===== src/sv/lkvc_pkg.sv =====
package lkvc_pkg;

   localparam int KEY_W = 32;
   localparam int VAL_W = 32;
   localparam int CAP_W = 5;

   localparam logic OPCODE_GET = 1'b0;
   localparam logic OPCODE_PUT = 1'b1;

   localparam logic [VAL_W-1:0] MISS_VALUE = '1;   // -1
   localparam logic [VAL_W-1:0] PUT_VALUE  = '0;
   localparam logic [CAP_W-1:0] CAP_RESET  = 5'd2;

   typedef enum logic [1:0] {
      ST_IDLE,
      ST_COMPARE,
      ST_UPDATE
   } state_type;

   typedef enum logic [1:0] {
      CELL_HOLD,
      CELL_PROMOTE,   // move the hit entry to the head, shift younger ones down
      CELL_INSERT     // new pair at the head, drop entries past the keep limit
   } cell_op_type;

   typedef struct packed {
      cell_op_type            op;
      logic                   probe;       // latch key compare against head_key
      logic [KEY_W-1:0]       head_key;
      logic [VAL_W-1:0]       head_value;
   } cell_ctrl_type;

endpackage


===== src/sv/lru_key_value_cache.sv =====
// Each request is taken, compared in every cell, then the cell chain is shifted and the
// result register loaded; the shift waits while an unaccepted result is held. A new
// request is taken only once this is done; the result register lets it in while it waits.
// Reset: synchronous, clears every entry's valid bit, the fill count, the
// pending result, and sets capacity_in_use to 2.
module lru_key_value_cache
   import lkvc_pkg::*;
#(
   parameter int MAX_ENTRIES = 16
) (
   input  logic                  clock,
   input  logic                  reset,
   // request
   input  logic                  req_tvalid,
   output logic                  req_tready,
   input  logic [2*KEY_W-1:0]    req_tdata,    // lookup_key[31:0], write_value[63:32]
   input  logic                  req_tuser,    // opcode
   // response
   output logic                  rsp_tvalid,
   input  logic                  rsp_tready,
   output logic [VAL_W-1:0]      rsp_tdata,    // read_value[31:0]
   output logic                  rsp_tuser,    // hit
   // capacity_in_use
   input  logic                  csr_valid,
   output logic                  csr_ready,
   input  logic [CAP_W-1:0]      csr_data
);

   localparam int IDX_W = (MAX_ENTRIES > 1) ? $clog2(MAX_ENTRIES) : 1;
   localparam int CNT_W = $clog2(MAX_ENTRIES + 1);
   localparam int CMP_W = (CNT_W > CAP_W) ? CNT_W : CAP_W;
   localparam logic [CMP_W-1:0] MAX_CAP = CMP_W'(MAX_ENTRIES);

   state_type state_ff, state_in;

   logic [CAP_W-1:0] capacity_ff;
   logic [CNT_W-1:0] occ_ff, occ_in;
   logic [KEY_W-1:0] req_key_ff;
   logic [VAL_W-1:0] req_value_ff;
   logic             req_op_ff;

   logic             rsp_valid_ff, rsp_valid_in;
   logic             rsp_hit_ff, rsp_hit_in;
   logic [VAL_W-1:0] rsp_data_ff, rsp_data_in;

   cell_ctrl_type    ctrl;
   logic [IDX_W-1:0] limit;
   logic             upd_go;

   logic [KEY_W-1:0] cell_key   [MAX_ENTRIES];
   logic [VAL_W-1:0] cell_value [MAX_ENTRIES];
   logic [MAX_ENTRIES-1:0] cell_valid;
   logic [MAX_ENTRIES-1:0] cell_match;

   logic             hit_any;
   logic [IDX_W-1:0] hit_pos;
   logic [VAL_W-1:0] hit_value;
   logic [CMP_W-1:0] cap_wide;
   logic [CNT_W-1:0] cap_eff;
   logic [CNT_W-1:0] keep;

   assign req_tready = (state_ff == ST_IDLE);
   assign csr_ready  = 1'b1;
   assign upd_go     = (state_ff == ST_UPDATE) && (!rsp_valid_ff || rsp_tready);

   // at most one cell matches: keys in the chain are unique
   always_comb begin
      hit_any   = 1'b0;
      hit_pos   = '0;
      hit_value = '0;
      for (int i = 0; i < MAX_ENTRIES; i++) begin
         if (cell_match[i]) begin
            hit_any   = 1'b1;
            hit_pos   = hit_pos | IDX_W'(i);
            hit_value = hit_value | cell_value[i];
         end
      end
   end

   // capacity clamped to 1 .. MAX_ENTRIES
   always_comb begin
      cap_wide = CMP_W'(capacity_ff);
      if (cap_wide == '0) begin
         cap_wide = CMP_W'(1);
      end else if (cap_wide > MAX_CAP) begin
         cap_wide = MAX_CAP;
      end
      cap_eff = cap_wide[CNT_W-1:0];
      keep    = (occ_ff >= cap_eff) ? (cap_eff - CNT_W'(1)) : occ_ff;
   end

   always_comb begin
      state_in        = state_ff;
      occ_in          = occ_ff;
      rsp_valid_in    = rsp_valid_ff;
      rsp_hit_in      = rsp_hit_ff;
      rsp_data_in     = rsp_data_ff;
      ctrl.op         = CELL_HOLD;
      ctrl.probe      = 1'b0;
      ctrl.head_key   = req_key_ff;
      ctrl.head_value = req_value_ff;
      limit           = hit_pos;

      if (rsp_valid_ff && rsp_tready) begin
         rsp_valid_in = 1'b0;
      end

      unique case (state_ff)
         ST_IDLE: begin
            if (req_tvalid) begin
               state_in = ST_COMPARE;
            end
         end
         ST_COMPARE: begin
            ctrl.probe = 1'b1;
            state_in   = ST_UPDATE;
         end
         ST_UPDATE: begin
            if (upd_go) begin
               state_in     = ST_IDLE;
               rsp_valid_in = 1'b1;
               rsp_hit_in   = hit_any;
               if (req_op_ff == OPCODE_GET) begin
                  if (hit_any) begin
                     ctrl.op         = CELL_PROMOTE;
                     ctrl.head_value = hit_value;
                     rsp_data_in     = hit_value;
                  end else begin
                     rsp_data_in = MISS_VALUE;
                  end
               end else begin
                  rsp_data_in = PUT_VALUE;
                  if (hit_any) begin
                     ctrl.op = CELL_PROMOTE;
                  end else begin
                     ctrl.op = CELL_INSERT;
                     limit   = IDX_W'(keep);
                     occ_in  = keep + CNT_W'(1);
                  end
               end
            end
         end
         default: begin
            state_in = ST_IDLE;
         end
      endcase
   end

   always_ff @(posedge clock) begin
      if (reset) begin
         state_ff     <= ST_IDLE;
         occ_ff       <= '0;
         rsp_valid_ff <= 1'b0;
         capacity_ff  <= CAP_RESET;
      end else begin
         state_ff     <= state_in;
         occ_ff       <= occ_in;
         rsp_valid_ff <= rsp_valid_in;
         if (csr_valid && csr_ready) begin
            capacity_ff <= csr_data;
         end
      end
   end

   always_ff @(posedge clock) begin
      rsp_hit_ff  <= rsp_hit_in;
      rsp_data_ff <= rsp_data_in;
      if (req_tvalid && req_tready) begin
         req_key_ff   <= req_tdata[KEY_W-1:0];
         req_value_ff <= req_tdata[2*KEY_W-1:KEY_W];
         req_op_ff    <= req_tuser;
      end
   end

   for (genvar g = 0; g < MAX_ENTRIES; g++) begin : g_cell
      logic [KEY_W-1:0] prev_key;
      logic [VAL_W-1:0] prev_value;
      logic             prev_valid;

      if (g == 0) begin : g_head
         assign prev_key   = ctrl.head_key;
         assign prev_value = ctrl.head_value;
         assign prev_valid = 1'b1;
      end else begin : g_tail
         assign prev_key   = cell_key[g-1];
         assign prev_value = cell_value[g-1];
         assign prev_valid = cell_valid[g-1];
      end

      lkvc_cell #(
         .IDX_W (IDX_W),
         .INDEX (g)
      ) u_cell (
         .clock      (clock),
         .reset      (reset),
         .ctrl       (ctrl),
         .limit      (limit),
         .prev_key   (prev_key),
         .prev_value (prev_value),
         .prev_valid (prev_valid),
         .key        (cell_key[g]),
         .value      (cell_value[g]),
         .valid      (cell_valid[g]),
         .match      (cell_match[g])
      );
   end

   assign rsp_tvalid = rsp_valid_ff;
   assign rsp_tuser  = rsp_hit_ff;
   assign rsp_tdata  = rsp_data_ff;

   // keys are unique in the chain, so a lookup hits one cell at most
   a_single_match: assert property (@(posedge clock) disable iff (reset)
      (state_ff == ST_UPDATE) |-> $onehot0(cell_match))
      else $error("more than one cell matched the key");

   // the fill count tracks the valid cells
   a_fill_count: assert property (@(posedge clock) disable iff (reset)
      $countones(cell_valid) == int'(occ_ff))
      else $error("fill count disagrees with valid cells");

   // a result beat only appears out of the update step
   a_rsp_source: assert property (@(posedge clock) disable iff (reset)
      $rose(rsp_tvalid) |-> $past(state_ff) == ST_UPDATE)
      else $error("response raised outside the update step");

   // the fill count never exceeds the chain
   a_fill_bound: assert property (@(posedge clock) disable iff (reset)
      int'(occ_ff) <= MAX_ENTRIES)
      else $error("fill count beyond chain length");

endmodule


===== src/sv/lkvc_cell.sv =====
module lkvc_cell
   import lkvc_pkg::*;
#(
   parameter int IDX_W = 4,
   parameter int INDEX = 0
) (
   input  logic               clock,
   input  logic               reset,
   input  cell_ctrl_type      ctrl,
   input  logic [IDX_W-1:0]   limit,
   input  logic [KEY_W-1:0]   prev_key,
   input  logic [VAL_W-1:0]   prev_value,
   input  logic               prev_valid,
   output logic [KEY_W-1:0]   key,
   output logic [VAL_W-1:0]   value,
   output logic               valid,
   output logic               match
);

   localparam bit              FIRST    = (INDEX == 0);
   localparam logic [IDX_W:0]  CELL_IDX = (IDX_W+1)'(INDEX);

   logic [KEY_W-1:0] key_ff, key_in;
   logic [VAL_W-1:0] value_ff, value_in;
   logic             valid_ff, valid_in;
   logic             match_ff, match_in;
   logic             in_range;

   // cell takes its neighbor's entry when it sits between the head and the limit
   assign in_range = !FIRST && ({1'b0, limit} >= CELL_IDX);

   always_comb begin
      key_in   = key_ff;
      value_in = value_ff;
      valid_in = valid_ff;
      unique case (ctrl.op)
         CELL_HOLD: begin
         end
         CELL_PROMOTE: begin
            if (FIRST) begin
               key_in   = ctrl.head_key;
               value_in = ctrl.head_value;
               valid_in = 1'b1;
            end else if (in_range) begin
               key_in   = prev_key;
               value_in = prev_value;
               valid_in = prev_valid;
            end
         end
         CELL_INSERT: begin
            if (FIRST) begin
               key_in   = ctrl.head_key;
               value_in = ctrl.head_value;
               valid_in = 1'b1;
            end else if (in_range) begin
               key_in   = prev_key;
               value_in = prev_value;
               valid_in = 1'b1;
            end else begin
               valid_in = 1'b0;
            end
         end
         default: begin
         end
      endcase
      match_in = ctrl.probe ? (valid_ff && (key_ff == ctrl.head_key)) : match_ff;
   end

   always_ff @(posedge clock) begin
      if (reset) begin
         valid_ff <= 1'b0;
         match_ff <= 1'b0;
      end else begin
         valid_ff <= valid_in;
         match_ff <= match_in;
      end
   end

   always_ff @(posedge clock) begin
      key_ff   <= key_in;
      value_ff <= value_in;
   end

   assign key   = key_ff;
   assign value = value_ff;
   assign valid = valid_ff;
   assign match = match_ff;

endmodule

===== config.mk =====
export PLATFORM = sky130hd
export DESIGN_NAME = lru_key_value_cache
export DESIGN_NICKNAME = d
export VERILOG_FILES = /design/src/sv/lkvc_pkg.sv /design/src/sv/lru_key_value_cache.sv /design/src/sv/lkvc_cell.sv
export SDC_FILE = /design/constraint.sdc
export NUM_CORES = 1
export LEC_CHECK = 0
export BUFFER_PORTS_ARGS = -buffer_cell sky130_fd_sc_hd__buf_2
export CAP_MARGIN = 20
export CORE_MARGIN = 3
export CORE_UTILIZATION = 55
export CTS_CLUSTER_DIAMETER = 60
export DETAILED_ROUTE_END_ITERATION = 7
export GPL_ROUTABILITY_DRIVEN = 0
export PLACE_DENSITY = 0.73
export RECOVER_POWER = 100
export SETUP_SLACK_MARGIN = 0.3
export SYNTH_ARGS = -nofsm -noshare
export SYNTH_HDL_FRONTEND = slang
export SYNTH_SLANG_ARGS = --single-unit

===== constraint.sdc =====
create_clock -name clock -period 27.2 [get_ports clock]
set_input_delay 6.8 -clock clock [delete_from_list [all_inputs] [get_ports clock]]
set_output_delay 6.8 -clock clock [all_outputs]
set_load 0.02 [all_outputs]

## After elaboration in Yosys (flattened, before gate mapping)

Cells that the tools add are included.
Widths: inputs -> output; s select.

| operators by class | value |
|---|---|
| bitwise gates (word level) | 16 |
| muxes and demuxes | 116 |
| reduce and logical (&&, ||, !) cells | 58 |
| equality and inequality tests | 37 |
| magnitude comparators | 17 |
| add/subtract/negate cells | 2 |

Operator list:

| operator | number |
|---|---|
| $mux 32 | 21 |
| $eq 32x32->1 | 16 |
| $or 32x32->32 | 15 |
| $reduce_and 2->1 | 32 |
| $mux 1 | 52 |
| $mux 4 | 12 |
| $ge 4x4->1 const B | 8 |
| $ne 2x1->1 const B | 15 |
| $pmux 1 s2 | 15 |
| $logic_and 1x1->1 | 19 |
| $ge 4x3->1 const B | 4 |
| $mux 2 | 8 |
| $mux 5 | 3 |
| $mux 3 | 4 |
| $ge 4x2->1 const B | 2 |
| $pmux 2 s3 | 1 |
| $add 5x1->5 const B | 1 |
| $ge 5x5->1 | 1 |
| $gt 5x5->1 const B | 1 |
| $logic_not 5->1 | 1 |
| $sub 5x1->5 const B | 1 |
| $eq 2x1->1 const B | 2 |
| $eq 2x2->1 const B | 2 |
| $ge 4x1->1 const B | 1 |
| 8 further kinds | 9 |

| word-level totals | value |
|---|---|
| bits in registers | 1167 |
| input bits | 75 |
| logic and storage cells | 319 |

## Longest topological paths before layout

| logic depth | value |
|---|---|
| word-level depth | 35 |
| gate-level depth with buffers | 14 |
| depth with buffers taken out | 13 |

## By module

From an unflattened synthesis, not the netlist that was laid out.

| second synthesis, totals | value |
|---|---|
| cell total of the unflattened synthesis | 2746 |
| area, all modules | 45642.5 um2 |

By module, submodules not included:

| module | cells each | times used | area each (um2) |
|---|---|---|---|
| lru_key_value_cache | 753 | 1 | 7201.9 |
| lkvc_cell (g_cell[11].u_cell ...) | 126 | 2 | 2409.8 |
| lkvc_cell (g_cell[13].u_cell ...) | 125 | 2 | 2409.8 |
| lkvc_cell (g_cell[1].u_cell) | 125 | 1 | 2424.8 |
| lkvc_cell (g_cell[9].u_cell) | 125 | 1 | 2419.8 |
| lkvc_cell (g_cell[2].u_cell) | 125 | 1 | 2407.3 |
| lkvc_cell (g_cell[10].u_cell) | 125 | 1 | 2406.1 |
| lkvc_cell (g_cell[15].u_cell) | 125 | 1 | 2403.6 |
| lkvc_cell (g_cell[7].u_cell) | 126 | 1 | 2403.6 |
| lkvc_cell (g_cell[14].u_cell) | 125 | 1 | 2402.3 |
| lkvc_cell (g_cell[6].u_cell) | 126 | 1 | 2402.3 |
| lkvc_cell (g_cell[12].u_cell) | 124 | 1 | 2397.3 |
| lkvc_cell (g_cell[4].u_cell) | 125 | 1 | 2397.3 |
| lkvc_cell (g_cell[8].u_cell) | 124 | 1 | 2394.8 |
| lkvc_cell (g_cell[0].u_cell) | 116 | 1 | 2342.2 |

## Worst setup path after synthesis

Ideal clock, no wire load.

| path | value |
|---|---|
| path type | input -> register |
| start point | in rsp_tready |
| end point | reg g_cell[12].u_cell.key_ff[0] (enable) |
| data required time | 26693 ps |
| cell stages on the path | 8 |
| path slack | 13013 ps |
| arrival time | 13680 ps |
| path through | nor2b_1 -> nor2_1 -> nand2_1 -> inv_1 -> ha_1 -> inv_1 -> nand2_1 -> a21oi_1 |

| on the way | value |
|---|---|
| longest elaborated chain between the ends | 7 |
| elaborated cells between the ends (all ways) | 11 |
| classes of those cells | 1 x order compare; 2 x eq/ne; 4 x mux; 4 x reduce/logical |

Ends and longest elaborated chain:

| what | line | text |
|---|---|---|
| from (decl) | lru_key_value_cache.sv:20 | `input logic rsp_tready,` |
| $logic_or 1x1->1 (*) | lru_key_value_cache.sv:64 | `assign upd_go = (state_ff == ST_UPDATE) && (!rsp_valid_ff \|\| rsp_tready);` |
| $logic_and 1x1->1 (*) | lru_key_value_cache.sv:64 |  |
| parallel branches: the longest is 4 deep, another holds $ge 4x4->1 | n/a |  |
| $reduce_and 2->1 (no line) (*) | n/a |  |
| to (signal assigned) | lkvc_cell.sv:80 | `key_ff <= key_in;` |
| to (decl) | lkvc_cell.sv:23 | `logic [KEY_W-1:0] key_ff, key_in;` |

Every way passes the cells marked *.
A chain may end at the register's enable or synchronous reset.

## Worst setup path after layout

| path | value |
|---|---|
| start point | in rsp_tready |
| end point | reg g_cell[11].u_cell.value_ff[27] (enable) |

| on the way | value |
|---|---|
| longest elaborated chain between the ends | 7 |
| elaborated cells between the ends (all ways) | 11 |
| classes of those cells | 1 x order compare; 2 x eq/ne; 4 x mux; 4 x reduce/logical |

Ends and longest elaborated chain:

| what | line | text |
|---|---|---|
| $logic_or 1x1->1 (*) | lru_key_value_cache.sv:64 |  |
| $logic_and 1x1->1 (*) | lru_key_value_cache.sv:64 |  |
| parallel branches: the longest is 4 deep, another holds $ge 4x4->1 | n/a |  |
| $reduce_and 2->1 (no line) (*) | n/a |  |
| to (signal assigned) | lkvc_cell.sv:81 | `value_ff <= value_in;` |
| to (decl) | lkvc_cell.sv:24 | `logic [VAL_W-1:0] value_ff, value_in;` |

Marks and branches as above.

==> impl_metrics.toml <==
[clocking]
postCtsResizedCells = 0
insertion_delay_ns = 0.71
post_cts_buffers = 0
cts.sinks = 1167
hold_buffers = 0
cts_tree = "done"
clockBufferDepth = 3
cts_made_buffers = 113
root_buffer = "clkbuf_16"
path_clk_slew_ns = 0.07
htreeDepth = 3

[timing]
worst_pin_slew_ns = 5.37
rsz0062_at_grt = "false"
slew_headroom_pct = -258
fin_crit_sh_pct = 62.8
clock_skew_ns = 0.0464
maxSlewViolCount = 1878
layout_min_cycle_time_ns = 17.07
setup_violations = 0
setup_tns_ns = 0
fmax_ghz = 0.0586
fin_ws_ns = 10.13
holdWs_ns = 0.427
finalHoldViolCount = 0

[global_routing]
first_global_vias = 26100
grt_max_degree = 68
grt_pass1_wl_um = 165000
antenna_found_initial = 2
grt-ovfl-total = 0
grtUsageTotal_pct = 25.7

[run]
drv_cap = 56

[min_path]
min_to = "g_cell[13].u_cell.value[8]"
hold_depth = 0
hp-start = "g_cell[12].u_cell.value[8]"
hold_path_class = "reg2reg"

[die]
core_area_um2 = 81300
fp.dieW_um = 294
die_area_um2 = 86300
fp.dieH_um = 294
start_util_pct = 56.0
rows = 104
pin_count = 111

[run_status]
status = "finished with violations"
violations = "capacitance limit, slew limit"

[worst_setup_path]
endpoint_kind = "flip-flop"
cp-start-kind = "input pin"
timing.rr.end = "g_cell[11].u_cell.value[27]"
rr_startpoint = "g_cell[1].u_cell.match"
arrival_ns = 17.20
r2r_cells = 9
r2r_setup_slack_ns = 15.15
cp.required_ns = 27.33
path_class = "in2reg"
cp_max_fo = 64

[synth]
postSynthCellCount = 2740
ys_types = 62
ys_ff_latch = 1167
async_flop_share_pct = 0
synth_edf_count = 1122
syn_area_per_cell_um2 = 16.6
ys.flop_type = "edfxtp_1"
yosys_warnings = 0
syn_area_um2 = 45500
syn-num-nets = 2824
ys_seq_area_share_pct = 76.0

[place]
hpwl_um = 69400
place_ws_ns = 15.96
port-buffer-count = 109
place_area_um2 = 47400
dp.cells = 3811

[finish]
area_delta_synth_final_pct = 11.5
fin_nets = 2950
final_layout_size_suffix_gt1_share_pct = 9.98
stdcell_count = 4016
finalInstanceArea_um2 = 50800
final_core_util_pct = 62.4

[detailed_routing]
vias = 25600
dr.pass1.iters = 6
wl_um = 111000
remaining_drc_errors = 0
viasPerCell = 6.37
initialDrtViolationCount = 3324
wl_per_cell_um = 27.7
postRouteAntennaNets = 0

[pwr]
power_density_nw_per_um2 = 71.9
leakage_nw = 16.2
peakVddDrop_v = 0.0000665
power_mw = 3.65
[cell type report]
class                   count  area, um2
diodes                      1       2.50
fillers                  5609      30600
well taps                1060       1330
inverters                  15       58.8
clock inverters            70        778
clock buffers             134       2910
repair buffers            174        805
flip-flops and latches   1167      34600
multi-input cells        1395      10300
[critical path, stage by stage]
cell        delay [ns]
clkbuf_1          0.11
nor2b_1           0.10
nor2_4            0.10
clkbuf_1          1.83
nand2_1           0.46
inv_1             0.18
ha_1              0.40
clkinvlp_2        0.17
nand2_1           0.14
clkinvlp_2        0.75
clkbuf_1          2.09
and2_0            3.99
[registers in the layout (all words and copies together), names as in the netlist, 16 cells and up]
signal               flops
req_value_ff            32
g_cell.u_cell.value    512
g_cell.u_cell.valid     16
g_cell.u_cell.match     16
g_cell.u_cell.key      512
g_cell.prev_key         32
rsp_tdata               32
[worst max-delay path by stage]
stage	start	to	slack, ns	cells after the start
after floorplan	rsp_tready	g_cell[12].u_cell.key[0]	13.01	8
after global placement	rsp_tready	g_cell[15].u_cell.key[1]	16.05	12
after detailed placement	rsp_tready	g_cell[15].u_cell.key[25]	15.96	12
after CTS	rsp_tready	g_cell[15].u_cell.value[23]	16.69	12
after global routing	rsp_tready	g_cell[2].u_cell.value[6]	9.61	10
final	rsp_tready	g_cell[11].u_cell.value[27]	10.13	12
[cell usage in the layout (no fill, tap or decap), types with 16 or more instances in the layout]
cell type	instances
nand4_1	97
a22oi_1	164
a21oi_1	100
a22o_1	47
buf_4	17
xor2_1	314
nand2_1	32
clkinv_1	22
dfxtp_2	16
clkbuf_16	113
nand3_1	55
edfxtp_1	1122
a221oi_1	50
clkbuf_1	108
buf_2	70
xnor2_1	196
dfxtp_1	29
nor2_1	104
clkinv_2	23
nor4_1	98
[per-layer routing]
metal	vias to the layer above	global-route usage (%)	share of wire (%)
met3	367	5.22	11
met2	1716	41.0	47
met4	2	11.2	4.7
met5	-	0	0.0099
met1	12600	34.8	38
li1	10900	-	-
[where the power goes]
| group | switching, mW | internal (mW) | leakage, nW | total (mW) |
|---|---|---|---|---|
| Sequential | 0.00518 | 1.96 | 10.5 | 1.96 |
| Clock | 0.671 | 0.896 | 1.80 | 1.57 |
| Combinational | 0.0793 | 0.0390 | 3.89 | 0.118 |
[cell families (layout without fill, tap and decap cells)]
| family | count (synthesis) | in the layout | share of synthesized area (%) |
|---|---|---|---|
| xor+xnor | 510 | 510 | 9.81 |
| simple gates | 439 | 439 | 5.25 |
| compound gates | 426 | 426 | 6.93 |
| flops | 1167 | 1167 | 76.0 |
| mux | 10 | 10 | 0.253 |
| fa+ha+maj | 9 | 9 | 0.247 |
| buf+inv | 178 | 393 | 1.54 |
| other cells | 1 | 2 | 0.00823 |
[synth_stat cells (all sizes together), types with 45 or more instances]
cell type  count  area share (%)
dfxtp         45             2.0
nand3         56            0.63
a22oi        164             2.7
a22o          47            0.90
edfxtp      1122              74
clkbuf       117            0.96
nor4         101             1.5
buf           46            0.45
xnor2        196             3.8
nand4         98             1.4
xor2         314             6.0
a221oi        50            0.96
nor2         109            0.90
a21oi        104             1.2
Power figures use the tool's default switching activity.
